[src/sv/ssc_pkg.sv]
// ----------------------------------------------------------------------------
// ssc_pkg
// Shared types, constants and modular helpers for the strong subgraph counter.
// ----------------------------------------------------------------------------
package ssc_pkg;

  localparam int unsigned ValW = 30;
  localparam logic [ValW-1:0] Modulus = 30'd1000000007;

  typedef enum logic [3:0] {
    ST_IDLE,
    ST_PFILL,
    ST_SINIT,
    ST_A_RD,
    ST_A_MUL,
    ST_A_WAIT,
    ST_IND_RD,
    ST_IND_WR,
    ST_F_INIT,
    ST_B_RD,
    ST_B_CALC,
    ST_B_MUL,
    ST_B_WAIT,
    ST_S_FIN
  } st_e;

  typedef enum logic {
    REQ_EDGE = 1'b0,
    REQ_RUN  = 1'b1
  } req_e;

  function automatic logic [ValW-1:0] sub_mod(input logic [ValW-1:0] x,
                                               input logic [ValW-1:0] y);
    logic [ValW:0] t;
    t = {1'b0, x} + {1'b0, Modulus} - {1'b0, y};
    return (x >= y) ? (x - y) : t[ValW-1:0];
  endfunction

  function automatic logic [ValW-1:0] add_mod(input logic [ValW-1:0] x,
                                               input logic [ValW-1:0] y);
    logic [ValW:0] t;
    t = {1'b0, x} + {1'b0, y};
    if (t >= {1'b0, Modulus}) begin
      t = t - {1'b0, Modulus};
    end
    return t[ValW-1:0];
  endfunction

endpackage

[src/sv/ssc_mulmod.sv]
// ----------------------------------------------------------------------------
// ssc_mulmod
// Iterative modular multiplier, two multiplier bits per cycle.
// ----------------------------------------------------------------------------
module ssc_mulmod
  import ssc_pkg::*;
(
  input  logic            clk_i,
  input  logic            rst_ni,
  input  logic            start_i,
  input  logic [ValW-1:0] a_i,
  input  logic [ValW-1:0] b_i,
  output logic            done_o,
  output logic [ValW-1:0] prod_o
);

  localparam int unsigned Steps = ValW / 2;
  localparam int unsigned CntW  = $clog2(Steps);
  localparam logic [CntW-1:0] CntLast = CntW'(Steps - 1);

  logic [ValW-1:0] a_q, b_q, acc_q, acc_d;
  logic [CntW-1:0] cnt_q;
  logic            run_q, done_q;

  // acc*2 + bit*a, both < p, so at most two moduli to take off
  function automatic logic [ValW-1:0] dbl_add(input logic [ValW-1:0] acc,
                                               input logic bit_i,
                                               input logic [ValW-1:0] a);
    logic [ValW+1:0] t;
    logic [ValW+1:0] p2;
    p2 = {1'b0, Modulus, 1'b0};
    t  = {1'b0, acc, 1'b0} + (bit_i ? {2'b00, a} : '0);
    if (t >= p2) begin
      t = t - p2;
    end else if (t >= {2'b00, Modulus}) begin
      t = t - {2'b00, Modulus};
    end
    return t[ValW-1:0];
  endfunction

  assign acc_d = dbl_add(dbl_add(acc_q, b_q[ValW-1], a_q), b_q[ValW-2], a_q);

  always_ff @(posedge clk_i or negedge rst_ni) begin
    if (!rst_ni) begin
      run_q  <= 1'b0;
      done_q <= 1'b0;
      cnt_q  <= '0;
    end else begin
      done_q <= 1'b0;
      if (start_i) begin
        run_q <= 1'b1;
        cnt_q <= '0;
      end else if (run_q) begin
        cnt_q <= cnt_q + 1'b1;
        if (cnt_q == CntLast) begin
          run_q  <= 1'b0;
          done_q <= 1'b1;
        end
      end
    end
  end

  always_ff @(posedge clk_i) begin
    if (start_i) begin
      a_q   <= a_i;
      b_q   <= b_i;
      acc_q <= '0;
    end else if (run_q) begin
      b_q   <= {b_q[ValW-3:0], 2'b00};
      acc_q <= acc_d;
    end
  end

  assign done_o = done_q;
  assign prod_o = acc_q;

  a_done_reduced: assert property (@(posedge clk_i) disable iff (!rst_ni)
    done_o |-> (prod_o < Modulus))
    else $error("mulmod product not reduced");

  a_done_after_run: assert property (@(posedge clk_i) disable iff (!rst_ni)
    done_o |-> $past(run_q))
    else $error("mulmod done without a running product");

  a_no_restart: assert property (@(posedge clk_i) disable iff (!rst_ni)
    start_i |-> !run_q)
    else $error("mulmod started while busy");

endmodule

[config.mk]
export PLATFORM = sky130hd
export DESIGN_NAME = ssc_mulmod
export DESIGN_NICKNAME = d
export VERILOG_FILES = /design/src/sv/ssc_pkg.sv /design/src/sv/ssc_mulmod.sv
export SDC_FILE = /design/constraint.sdc
export NUM_CORES = 1
export LEC_CHECK = 0
export ABC_AREA = 0
export BUFFER_PORTS_ARGS = -buffer_cell sky130_fd_sc_hd__buf_4
export CAP_MARGIN = 40
export CORE_UTILIZATION = 41
export CTS_BUF_LIST = sky130_fd_sc_hd__clkbuf_4
export DETAILED_ROUTE_END_ITERATION = 6
export MAX_ROUTING_LAYER = met4
export PLACE_DENSITY = 0.56
export SLEW_MARGIN = 0
export SYNTH_ARGS = -nofsm -noshare
export SYNTH_HDL_FRONTEND = slang
export SYNTH_SLANG_ARGS = --single-unit
[constraint.sdc]
create_clock -name clk_i -period 11.5 [get_ports clk_i]
set_clock_uncertainty 0.1 [all_clocks]
set_input_delay 2.3 -clock clk_i [delete_from_list [all_inputs] [get_ports clk_i]]
set_output_delay 2.3 -clock clk_i [all_outputs]
set_load 0.005 [all_outputs]
# Word-level counts from Yosys, hierarchy flattened
# Index checks and enable logic that the tools add are counted.
[op_classes]
n_reduce_logical = 1
muxes = 16
n_eq_ne = 1
n_lt_le_gt_ge = 4
n_addsub = 7
[op_table]
columns = ["operator", "n"]
rows = [
  ["2-to-1 mux 30 bit", 8],
  ["subtractor 30 bit (second input constant)", 4],
  ["adder 31 x 30 -> 32 bit", 2],
  [">= comparator 32 x 30 -> 1 bit (second input constant)", 2],
  [">= comparator 32 x 31 -> 1 bit (second input constant)", 2],
  ["2-to-1 mux 4 bit", 2],
  ["2-to-1 mux 1 bit", 6],
  ["adder 4 x 1 -> 4 bit (second input constant)", 1],
  ["== test 4 bit (second input constant)", 1],
  ["nonzero test 2 bit", 1],
]
[word_totals]
register_bits = 96
input_bits = 63
word_cells = 35
output_inout_bits = 31

# Logic depth before layout (Yosys ltp)
# Gate-level depths: netlist of the first run.
[logic_depth]
word_depth = 9
depth_mapped = 40
ltp_nobuf = 32

# Worst setup path after synthesis of the first run
# OpenSTA, ideal clock, no wires.
[synth_timing]
path_type = "register to register"
from = "register b_q[29]"
to = "register acc_q[28], in the netlist prod_o[28]"
setup_time_ns = 0.092
required_time_ns = 11.308
n_path_buf = 6
stages_incl_launch_ff = 34
arrival_ns = 8.476
path_slack_ns = 2.832
cell_sequence = "edfxtp_1 clkbuf_1 and2_1 ha_1 fa_1 a21o_1 a221oi_4 o22ai_1 o211a_1 a31oi_1 xor2_1 a21oi_1 and4_1 a21boi_0 clkbuf_1 clkbuf_1 clkbuf_1 a31o_2 ha_1 a21o_1 a21oi_1 o31ai_1 xnor2_1 nand4_1 or4_1 a311o_1 a211oi_1 nand3_1 o2bb2ai_1 buf_2 buf_2 nand2_1 and3b_1 o32ai_1"
[synth_between]
elab_chain_cells = 9
elab_cells_between_ends = 15
[synth_lines]
columns = ["item", "line", "text"]
rows = [
  ["from (decl)", "ssc_mulmod.sv:21", "logic [ValW-1:0] a_q, b_q, acc_q, acc_d;"],
  ["from (signal assigned)", "ssc_mulmod.sv:66", "b_q <= b_i;"],
  ["from (signal assigned)", "ssc_mulmod.sv:69", "b_q <= {b_q[ValW-3:0], 2'b00};"],
  ["2-to-1 mux 30 bit (*)", "ssc_mulmod.sv:32", "t = {1'b0, acc, 1'b0} + (bit_i ? {2'b00, a} : '0);"],
  ["adder 31 x 30 -> 32 bit (*)", "ssc_mulmod.sv:32", ""],
  ["subtractor 30 bit or >= comparator 32 x 30 -> 1 bit (tied branches)", "ssc_mulmod.sv:36, ssc_mulmod.sv:35", ""],
  ["2-to-1 mux 30 bit", "ssc_mulmod.sv:35", "end else if (t >= {2'b00, Modulus}) begin"],
  ["2-to-1 mux 30 bit (*)", "ssc_mulmod.sv:33", "if (t >= p2) begin"],
  ["adder 31 x 30 -> 32 bit (*)", "ssc_mulmod.sv:32", ""],
  ["subtractor 30 bit or >= comparator 32 x 30 -> 1 bit (tied branches)", "ssc_mulmod.sv:36, ssc_mulmod.sv:35", ""],
  ["2-to-1 mux 30 bit", "ssc_mulmod.sv:35", ""],
  ["2-to-1 mux 30 bit (*)", "ssc_mulmod.sv:33", ""],
  ["to (signal assigned)", "ssc_mulmod.sv:67", "acc_q <= '0;"],
  ["to (signal assigned)", "ssc_mulmod.sv:70", "acc_q <= acc_d;"],
  ["to (decl)", "ssc_mulmod.sv:21", ""],
]
# Mark *: on every way between the ends. The rest lies on a longest branch, timed or not.
# A chain may end at the register's enable or synchronous reset.

# Final worst setup path of the first run
[layout_timing]
from = "register b_q[29]"
to = "register acc_q[7], in the netlist prod_o[7]"
# The elaborated chain is that of the path after synthesis.

==> results.toml, run 1 <==
[sta]
tightest_slew_ns = 0.9889
setup_viol = 0
slew_viol_final = 0
rsz0062_at_grt = "false"
hold_viol = 0
fmax_mhz = 94.80
relSlewSlack = 0.3324
period_share = 0.9173
finalCriticalPeriod_ns = 10.55
tns_ns = 0

[setup_path]
worstRegToRegCells = 32
r2r_start = "b_q[29]$_DFFE_PP_"
cpPeakStageDelay_ns = 0.78
cp_slowest_cell = "edfxtp_1"
critical_path_class = "reg -> reg"
critPathCapture = "prod_o[7]$_SDFFE_PP0P_"
critPathRequiredTime_ns = 11.82
critPathMaxFanout = 30
critPathArrivalTime_ns = 10.87
critPathLaunch = "b_q[29]$_DFFE_PP_"
regToRegSetupSlack_ns = 0.95
worst_setup_path_end_kind = "register"
cpMostUsedCell = "a21oi_1"
r2r_end = "prod_o[7]$_SDFFE_PP0P_"
start_kind = "register"

[finish]
drive_gt1_frac = 0.1431
postLayoutCellArea_mm2 = 0.01148
final_nets = 1440
final_core_util = 0.4678
synthToLayoutAreaGrowth_pct = 10.81

[synthesis]
avgSynthCellArea_um2 = 8.273
synthArstFlopShare = 0.06250
ys_top_cells_by_count = "109 x nand2_1, 95 x a21oi_1, 80 x and2_1, 77 x nor2_1, 66 x ha_1"
synth_area_leaders = "edfxtp_1 17%, ha_1 8.0%, dfxtp_1 5.8%"
yosysMostFrequentCell = "nand2_1"
synth.largest_area_cell = "edfxtp_1"
yosysSeqAreaShare = 0.2464
synth_edf_count = 60
syn_area_mm2 = 0.01036
synthFlopType = "edfxtp_1"
ys_seq_elements = 96
synth.distinct_cells = 98
syn_inst = 1252
synth_nets = 1383
synth_top_area_frac = 0.1740
yosys_warnings = 0

[clock_network]
root_buffer = "clkbuf_4"
clk_pin_slew_ns = 0.22
h-tree-depth = 3
post-cts-setup-buffers = 0
clk_path_buf_depth = 2
cts_resized = 0
clock_latency_ns = 0.53
cts_sinks = 96
cts_buffers = 9
hold_buffers = 0
cts_tree = "yes"

[detailed_routing]
route.detailed.drc = 0
vias_per_cell = 6.121
wl_um = 32930
antenna_left = 0
drt_iter0_drc = 999
wl_per_cell_um = 20.09
vias = 10030
dr.pass1.iters = 7

[place]
io_buffers = 93
dpl_cell_area_mm2 = 0.01131
hpwl_um = 25790
routabilityCongestion = 0.9198

[global_routing]
antenna_found_initial = 1
grt_pass1_vias = 9178
grt_usage = 0.2582
grt_pass1_wl_um = 51160
grt_max_degree = 67
globalRouteOverflowTotal = 0

[run]
cap_viol_max_count = 0

[floorplan]
dieWidth_um = 160.9
core_area_mm2 = 0.02453
die_area_mm2 = 0.02590
core.rowCount = 57
ios = 94
start_util = 0.4222
die_h_um = 160.9

[worst_hold_path]
worstHoldStart = "cnt_q[3]$_DFFE_PN0P_"
hp-class = "reg -> reg"

[status]
outcome = "complete, no violations"
-- worst min-delay path by stage --
stage | end | depth (start not counted)
4_1_cts | prod_o[4]$_SDFFE_PP0P_ | 2
3_3_place_gp | cnt_q[3]$_DFFE_PN0P_ | 2
5_1_grt | prod_o[4]$_SDFFE_PP0P_ | 2
3_5_place_dp | cnt_q[3]$_DFFE_PN0P_ | 2
6_report | cnt_q[3]$_DFFE_PN0P_ | 2
2_1_floorplan | prod_o[0]$_SDFFE_PP0P_ | 2
-- per-layer routing --
layer,up-vias,routed length (um),global-route usage,part of all wire
li1,4896,-,-,-
met1,4746,16480,0.3785,0.50
met2,352,13740,0.3691,0.42
met3,38,2165,0.04029,0.066
met4,0,544,0.05575,0.017
met5,-,0,-,0
-- worst max-delay path, delay by kind of cell, from the launching register on --
kind / cells / cell delay (ns)
AND/OR/NAND/NOR: 7 / 1.59
AO/OA/AOI/OAI: 18 / 5.61
flip-flops: 1 / 0.78
buffers and inverters: 1 / 0.31
XOR/XNOR: 3 / 0.86
adder cells (fa/ha/maj): 3 / 1.17
-- cell usage in the layout (no fill, tap or decap), types with 12 or more instances in the layout --
cell and n:
dfxtp_1 30, o32ai_1 16, mux2_2 29, nor3_1 29
and3_1 29, a211oi_1 13, a31oi_1 18, nand2_1 109
a21oi_1 95, and2_1 80, edfxtp_1 60, or3_1 15
a211o_1 12, xnor2_1 46, o21ai_1 14, o211ai_1 16
o21a_1 12, o21ai_0 54, inv_1 32, ha_1 66
xor2_1 33, buf_4 102, nand3_1 43, a21o_1 41
nand4_1 13, nor2_1 77
-- kinds of logic (layout without fill, tap and decap cells) --
logic type | Yosys count | in the layout | synth area share
XOR/XNOR | 79 | 79 | 0.06680
multiplexers | 37 | 37 | 0.04143
flip-flops | 96 | 96 | 0.2464
buffers and inverters | 89 | 151 | 0.03539
AO/OA/AOI/OAI | 424 | 424 | 0.2936
AND/OR/NAND/NOR | 459 | 459 | 0.2328
other | 0 | 1 | 0
adder cells (fa/ha/maj) | 68 | 68 | 0.08360
-- flip-flops by register name, summed over array words and instances, names as in the netlist --
register,flops
a_q,30
b_q,30
cnt_q,4
done_o,1
prod_o,30
run_q,1
-- layout make-up --
type	count	area, um^2
clock buffer	9	67.56
antenna	1	2.502
timing repair buffer	103	793.3
inverter	32	120.1
multi-input combinational	1067	7442
tap	324	405.4
clock inverter	7	93.84
fill	2466	13060
sequential	96	2552
-- metrics by stage --
step	setup slack, ns	std cells	hold slack, ns
finish	0.9514	1639	0.4708
global route	0.1311	1639	0.4845
CTS	1.021	1638	0.4687
detailed placement	1.089	1622	0.4265
global placement	1.131	1621	0.4239
floorplan	2.832	1252	0.3745
Power of run 1 is left out: the tool's default activity adds up to more than one toggle a clock period on the data nets, which glitch-free logic cannot reach.
==> run 2, diff against run 1 <==
--- a/config.mk
+++ b/config.mk
@@ -8,6 +8,7 @@
 export ABC_AREA = 0
 export BUFFER_PORTS_ARGS = -buffer_cell sky130_fd_sc_hd__buf_4
 export CAP_MARGIN = 40
+export CORE_ASPECT_RATIO = 0.9
 export CORE_UTILIZATION = 41
 export CTS_BUF_LIST = sky130_fd_sc_hd__clkbuf_4
 export DETAILED_ROUTE_END_ITERATION = 6
@@ -17,3 +18,4 @@
 export SYNTH_ARGS = -nofsm -noshare
 export SYNTH_HDL_FRONTEND = slang
 export SYNTH_SLANG_ARGS = --single-unit
+export TNS_END_PERCENT = 20
==> constraint.sdc (replaced) <==
create_clock -name clk_i -period 11.5 [get_ports clk_i]
set_clock_uncertainty 0.1 [all_clocks]
set_input_delay 0.575 -clock clk_i [delete_from_list [all_inputs] [get_ports clk_i]]
set_output_delay 0.575 -clock clk_i [all_outputs]
set_load 0.005 [all_outputs]
==> run 2 against run 1 <==
Against the previous run: cell count increased by 0.61%; first-iteration DRC count increased by 4.4%; critical path type unchanged; highest routed layer unchanged; fmax decreased by 1.8%; die area about the same; routed wire length decreased by 1.3%.
==> results.toml, run 2 (synthesis results as in run 1) <==
[sta]
hold_viol = 0
relSlewSlack = 0.3799
rsz0062_at_grt = "false"
slew_viol_final = 0
setup_viol = 0
fmax_mhz = 93.05
finalCriticalPeriod_ns = 10.75
fin_hold_ws_ns = 0.09809
tns_ns = 0
tightest_slew_ns = 0.9186
period_share = 0.9345

[status]
outcome = "complete, no violations"

[setup_path]
r2r_end = "prod_o[6]$_SDFFE_PP0P_"
critPathMaxFanout = 30
critPathLaunch = "b_q[29]$_DFFE_PP_"
critPathCapture = "prod_o[6]$_SDFFE_PP0P_"
critPathRequiredTime_ns = 11.78
critical_path_class = "reg -> reg"
cpLargestDelayFamily = "compound AO/OA/AOI/OAI gates"
worst_setup_path_end_kind = "register"
critPathArrivalTime_ns = 11.03
r2r_start = "b_q[29]$_DFFE_PP_"
cp_num_cells = 30
start_kind = "register"
cp_slowest_cell = "edfxtp_1"
worstRegToRegCells = 30
cpPeakStageDelay_ns = 0.78
crit_buf_inv = 1
regToRegSetupSlack_ns = 0.75

[clock_network]
post-cts-setup-buffers = 0
cts_tree = "yes"
clk_path_buf_depth = 2
root_buffer = "clkbuf_4"
cts_resized = 0
h-tree-depth = 3
cts_buffers = 9
clock_latency_ns = 0.53
cts_sinks = 96
clk_pin_slew_ns = 0.20

[floorplan]
ios = 94
start_util = 0.4223
core_area_mm2 = 0.02453
die_h_um = 152.8
dieWidth_um = 169.5
core.rowCount = 54
die_area_mm2 = 0.02590

[place]
dpl_cell_area_mm2 = 0.01129
routabilityCongestion = 0.9262
io_buffers = 93
hpwl_um = 25500

[worst_hold_path]
hp-class = "in -> reg"

[global_routing]
globalRouteOverflowTotal = 0
antenna_found_initial = 1
grt_pass1_wl_um = 51020
grt_usage = 0.2589
grt_max_degree = 63
grt_pass1_vias = 9178

[detailed_routing]
vias = 10040
drt_iter0_drc = 1043
wl_um = 32510
dr.pass1.iters = 5
wl_per_cell_um = 19.72
route.detailed.drc = 0
antenna_left = 0
vias_per_cell = 6.086

[finish]
drive_gt1_frac = 0.1410
postLayoutCellArea_mm2 = 0.01145
synthToLayoutAreaGrowth_pct = 10.57
layout_common_cells = "109 x nand2_1, 100 x buf_4, 95 x a21oi_1, 80 x and2_1, 77 x nor2_1"
layout_commonest_cell = "nand2_1"
final_nets = 1438
final_core_util = 0.4669

[run]
cap_viol_max_count = 0
-- run 2: repair_timing --
action                                  in CTS  in global routing
hold buffers                                 1                  0
hold endpoints to repair                     6                  0
endpoints found under the setup margin       0                  0
-- run 2: final cells by class --
class                   instances  area (um^2)
repair buffers                101        760.7
diodes                          1        2.502
flip-flops and latches         96         2552
well taps                     336        420.4
multi-input cells            1067         7442
clock buffers                  10        75.07
inverters                      32        120.1
fillers                      2462        13070
clock inverters                 6        78.83
-- run 2: stage by stage --
| stage | setup slack [ns] | cells |
|---|---|---|
| 3_5_place_dp | 0.9968 | 1631 |
| 2_1_floorplan | 2.832 | 1252 |
| 5_1_grt | 0.1208 | 1649 |
| 6_report | 0.7531 | 1649 |
| 4_1_cts | 0.9694 | 1648 |
| 3_3_place_gp | 1.235 | 1631 |
-- run 2: worst min-delay path by stage --
| stage | start | endpoint | slack, ns | depth (start not counted) |
|---|---|---|---|---|
| CTS | a_i[20] | a_q[20]$_DFFE_PP_ | 0.06 | 1 |
| floorplan | rst_ni | cnt_q[0]$_DFFE_PN0P_ | 0.18 | 0 |
| global placement | rst_ni | done_o$_DFF_PN0_ | 0.29 | 1 |
| global route | a_i[22] | a_q[22]$_DFFE_PP_ | 0.08 | 1 |
| finish | a_i[20] | a_q[20]$_DFFE_PP_ | 0.1 | 1 |
| detailed placement | rst_ni | done_o$_DFF_PN0_ | 0.29 | 1 |
-- run 2: layer usage --
metal,routed length [um],up-vias,global-route usage,part of all wire
met1,17220,4794,0.4012,0.53
li1,-,4906,-,-
met3,1784,30,0.03013,0.055
met2,13060,306,0.3508,0.40
met4,456,0,0.05749,0.014
met5,0,-,-,0
Power of run 2 is left out for the same reason.
==> run 3, diff against run 2 <==
--- a/config.mk
+++ b/config.mk
@@ -6,7 +6,7 @@
 export NUM_CORES = 1
 export LEC_CHECK = 0
 export ABC_AREA = 0
-export BUFFER_PORTS_ARGS = -buffer_cell sky130_fd_sc_hd__buf_4
+export BUFFER_PORTS_ARGS = -buffer_cell sky130_fd_sc_hd__buf_2
 export CAP_MARGIN = 40
 export CORE_ASPECT_RATIO = 0.9
 export CORE_UTILIZATION = 41
==> run 3 against run 2 <==
Against the previous run: die area is the same; hold slack gained 0.017 ns; sequential cell count did not move; first-iteration DRC count about the same; routed wire length rose by 0.21%; register-to-register slack better by 0.06 ns; worst setup slack better by 0.064 ns; count of clock-buffer cells in the layout shrank 1; critical path type unchanged.
==> results.toml, run 3 (synthesis results as in run 1) <==
[status]
outcome = "complete, no violations"

[place]
io_buffers = 93
place_ws_ns = 1.059
hpwl_um = 25570
routabilityCongestion = 0.9310

[finish]
nFillCells = 2468
layout_commonest_cell = "nand2_1"
final_nets = 1440
drive_gt1_frac = 0.1423
synthToLayoutAreaGrowth_pct = 8.396
layout_common_cells = "109 x nand2_1, 95 x a21oi_1, 92 x buf_2, 80 x and2_1, 77 x nor2_1"

[global_routing]
grt_pass1_vias = 9078
grt_usage = 0.2572
grt_max_degree = 63
grt_use_met1 = 0.3897
met2_usage = 0.3494
antenna_found_initial = 2
grtUsageMet3 = 0.04545
top_usage_layer = "met1"
globalRouteOverflowTotal = 0
grt_pass1_wl_um = 50470

[floorplan]
core.rowCount = 54
dieWidth_um = 169.5
ios = 94
die_area_mm2 = 0.02590
core_area_mm2 = 0.02453
start_util = 0.4223
die_h_um = 152.8

[sta]
fin_hold_ws_ns = 0.1149
period_share = 0.9289
setup_viol = 0
fin_ws_ns = 0.8172
tns_ns = 0
slew_viol_final = 0
hold_viol = 0
relSlewSlack = 0.3941
rsz0062_at_grt = "false"
fmax_mhz = 93.61
finalCriticalPeriod_ns = 10.68
tightest_slew_ns = 0.8974

[setup_path]
worst_setup_path_end_kind = "register"
cpMostUsedCell = "a21oi_1"
start_kind = "register"
cp_slowest_cell = "o31ai_1"
critical_path_class = "reg -> reg"
critPathArrivalTime_ns = 10.97
critPathMaxFanout = 23
critPathRequiredTime_ns = 11.79
cpPeakStageDelay_ns = 0.65

[detailed_routing]
drt_iter0_drc = 1044
wl_um = 32580
antenna_left = 0
route.detailed.drc = 0
vias_per_cell = 6.073
dr.pass1.iters = 5
vias = 10030
wl_per_cell_um = 19.72

[clock_network]
cts_resized = 0
cts_sinks = 96
clk_path_buf_depth = 2
cts_buffers = 9
root_buffer = "clkbuf_4"
clk_pin_slew_ns = 0.21
h-tree-depth = 3
cts_tree = "yes"
post-cts-setup-buffers = 0
clock_latency_ns = 0.51
hold_buffers = 1

[run]
cap_viol_max_count = 0

[worst_hold_path]
hp-class = "in -> reg"
-- run 3: cell types whose count changed in the layout (fill, tap and decap cells not counted) --
cell | before | now
buf_2 | 0 | 92
buf_4 | 100 | 10
bufinv_16 | 1 | 0
clkbuf_4 | 10 | 9
diode_2 | 1 | 2
inv_6 | 1 | 0
inv_8 | 0 | 3
-- run 3: final timing paths --
check | from | endpoint | slack (ns) | depth (start not counted)
worst max-delay path | b_q[29]$_DFFE_PP_ | prod_o[8]$_SDFFE_PP0P_ | 0.82 | 31
worst min-delay path | a_i[15] | a_q[15]$_DFFE_PP_ | 0.11 | 1
min in group asynchronous | rst_ni | cnt_q[2]$_DFFE_PN0P_ | 0.28 | 2
worst min register to register | prod_o[2]$_SDFFE_PP0P_ | prod_o[2]$_SDFFE_PP0P_ | 0.46 | 2
max in group asynchronous | rst_ni | run_q$_DFF_PN0_ | 10.87 | 2
worst max register to register | b_q[29]$_DFFE_PP_ | prod_o[8]$_SDFFE_PP0P_ | 0.82 | 31
-- run 3: worst max-delay path: cells and delay by family, from the launching register on --
family          cells  cell delay [ns]
compound gates     17             5.53
simple gates        7             1.75
xor+xnor            3             1.04
fa+ha+maj           2             0.95
flops               1             0.63
buf+inv             2             0.58
-- run 3: final cells by class --
cell class / count / area (um^2) / share of cell area
antenna: 2 / 5.005 / 0.0004458
clock buffer: 9 / 67.56 / 0.006018
clock inverter: 7 / 73.82 / 0.006575
inverter: 32 / 120.1 / 0.01070
multi-input combinational: 1067 / 7442 / 0.6629
sequential: 96 / 2552 / 0.2273
tap: 336 / 420.4 / 0.03745
timing repair buffer: 103 / 545.5 / 0.04859
-- run 3: through the flow --
stage | cells | instance area, um^2 | util
finish | 1652 | 11230 | 0.4578
global route | 1652 | 11230 | 0.4578
CTS | 1650 | 11220 | 0.4576
detailed placement | 1633 | 11070 | 0.4514
global placement | 1633 | 11070 | 0.4514
floorplan | 1252 | 10360 | -
-- run 3: metal layers --
metal  wire length [um]  vias to the layer above
li1                   -                     4903
met1              16250                     4701
met2              13010                      389
met3               2763                       39
met4                564                        0
met5                  0                        -
Power of run 3 is left out for the same reason.
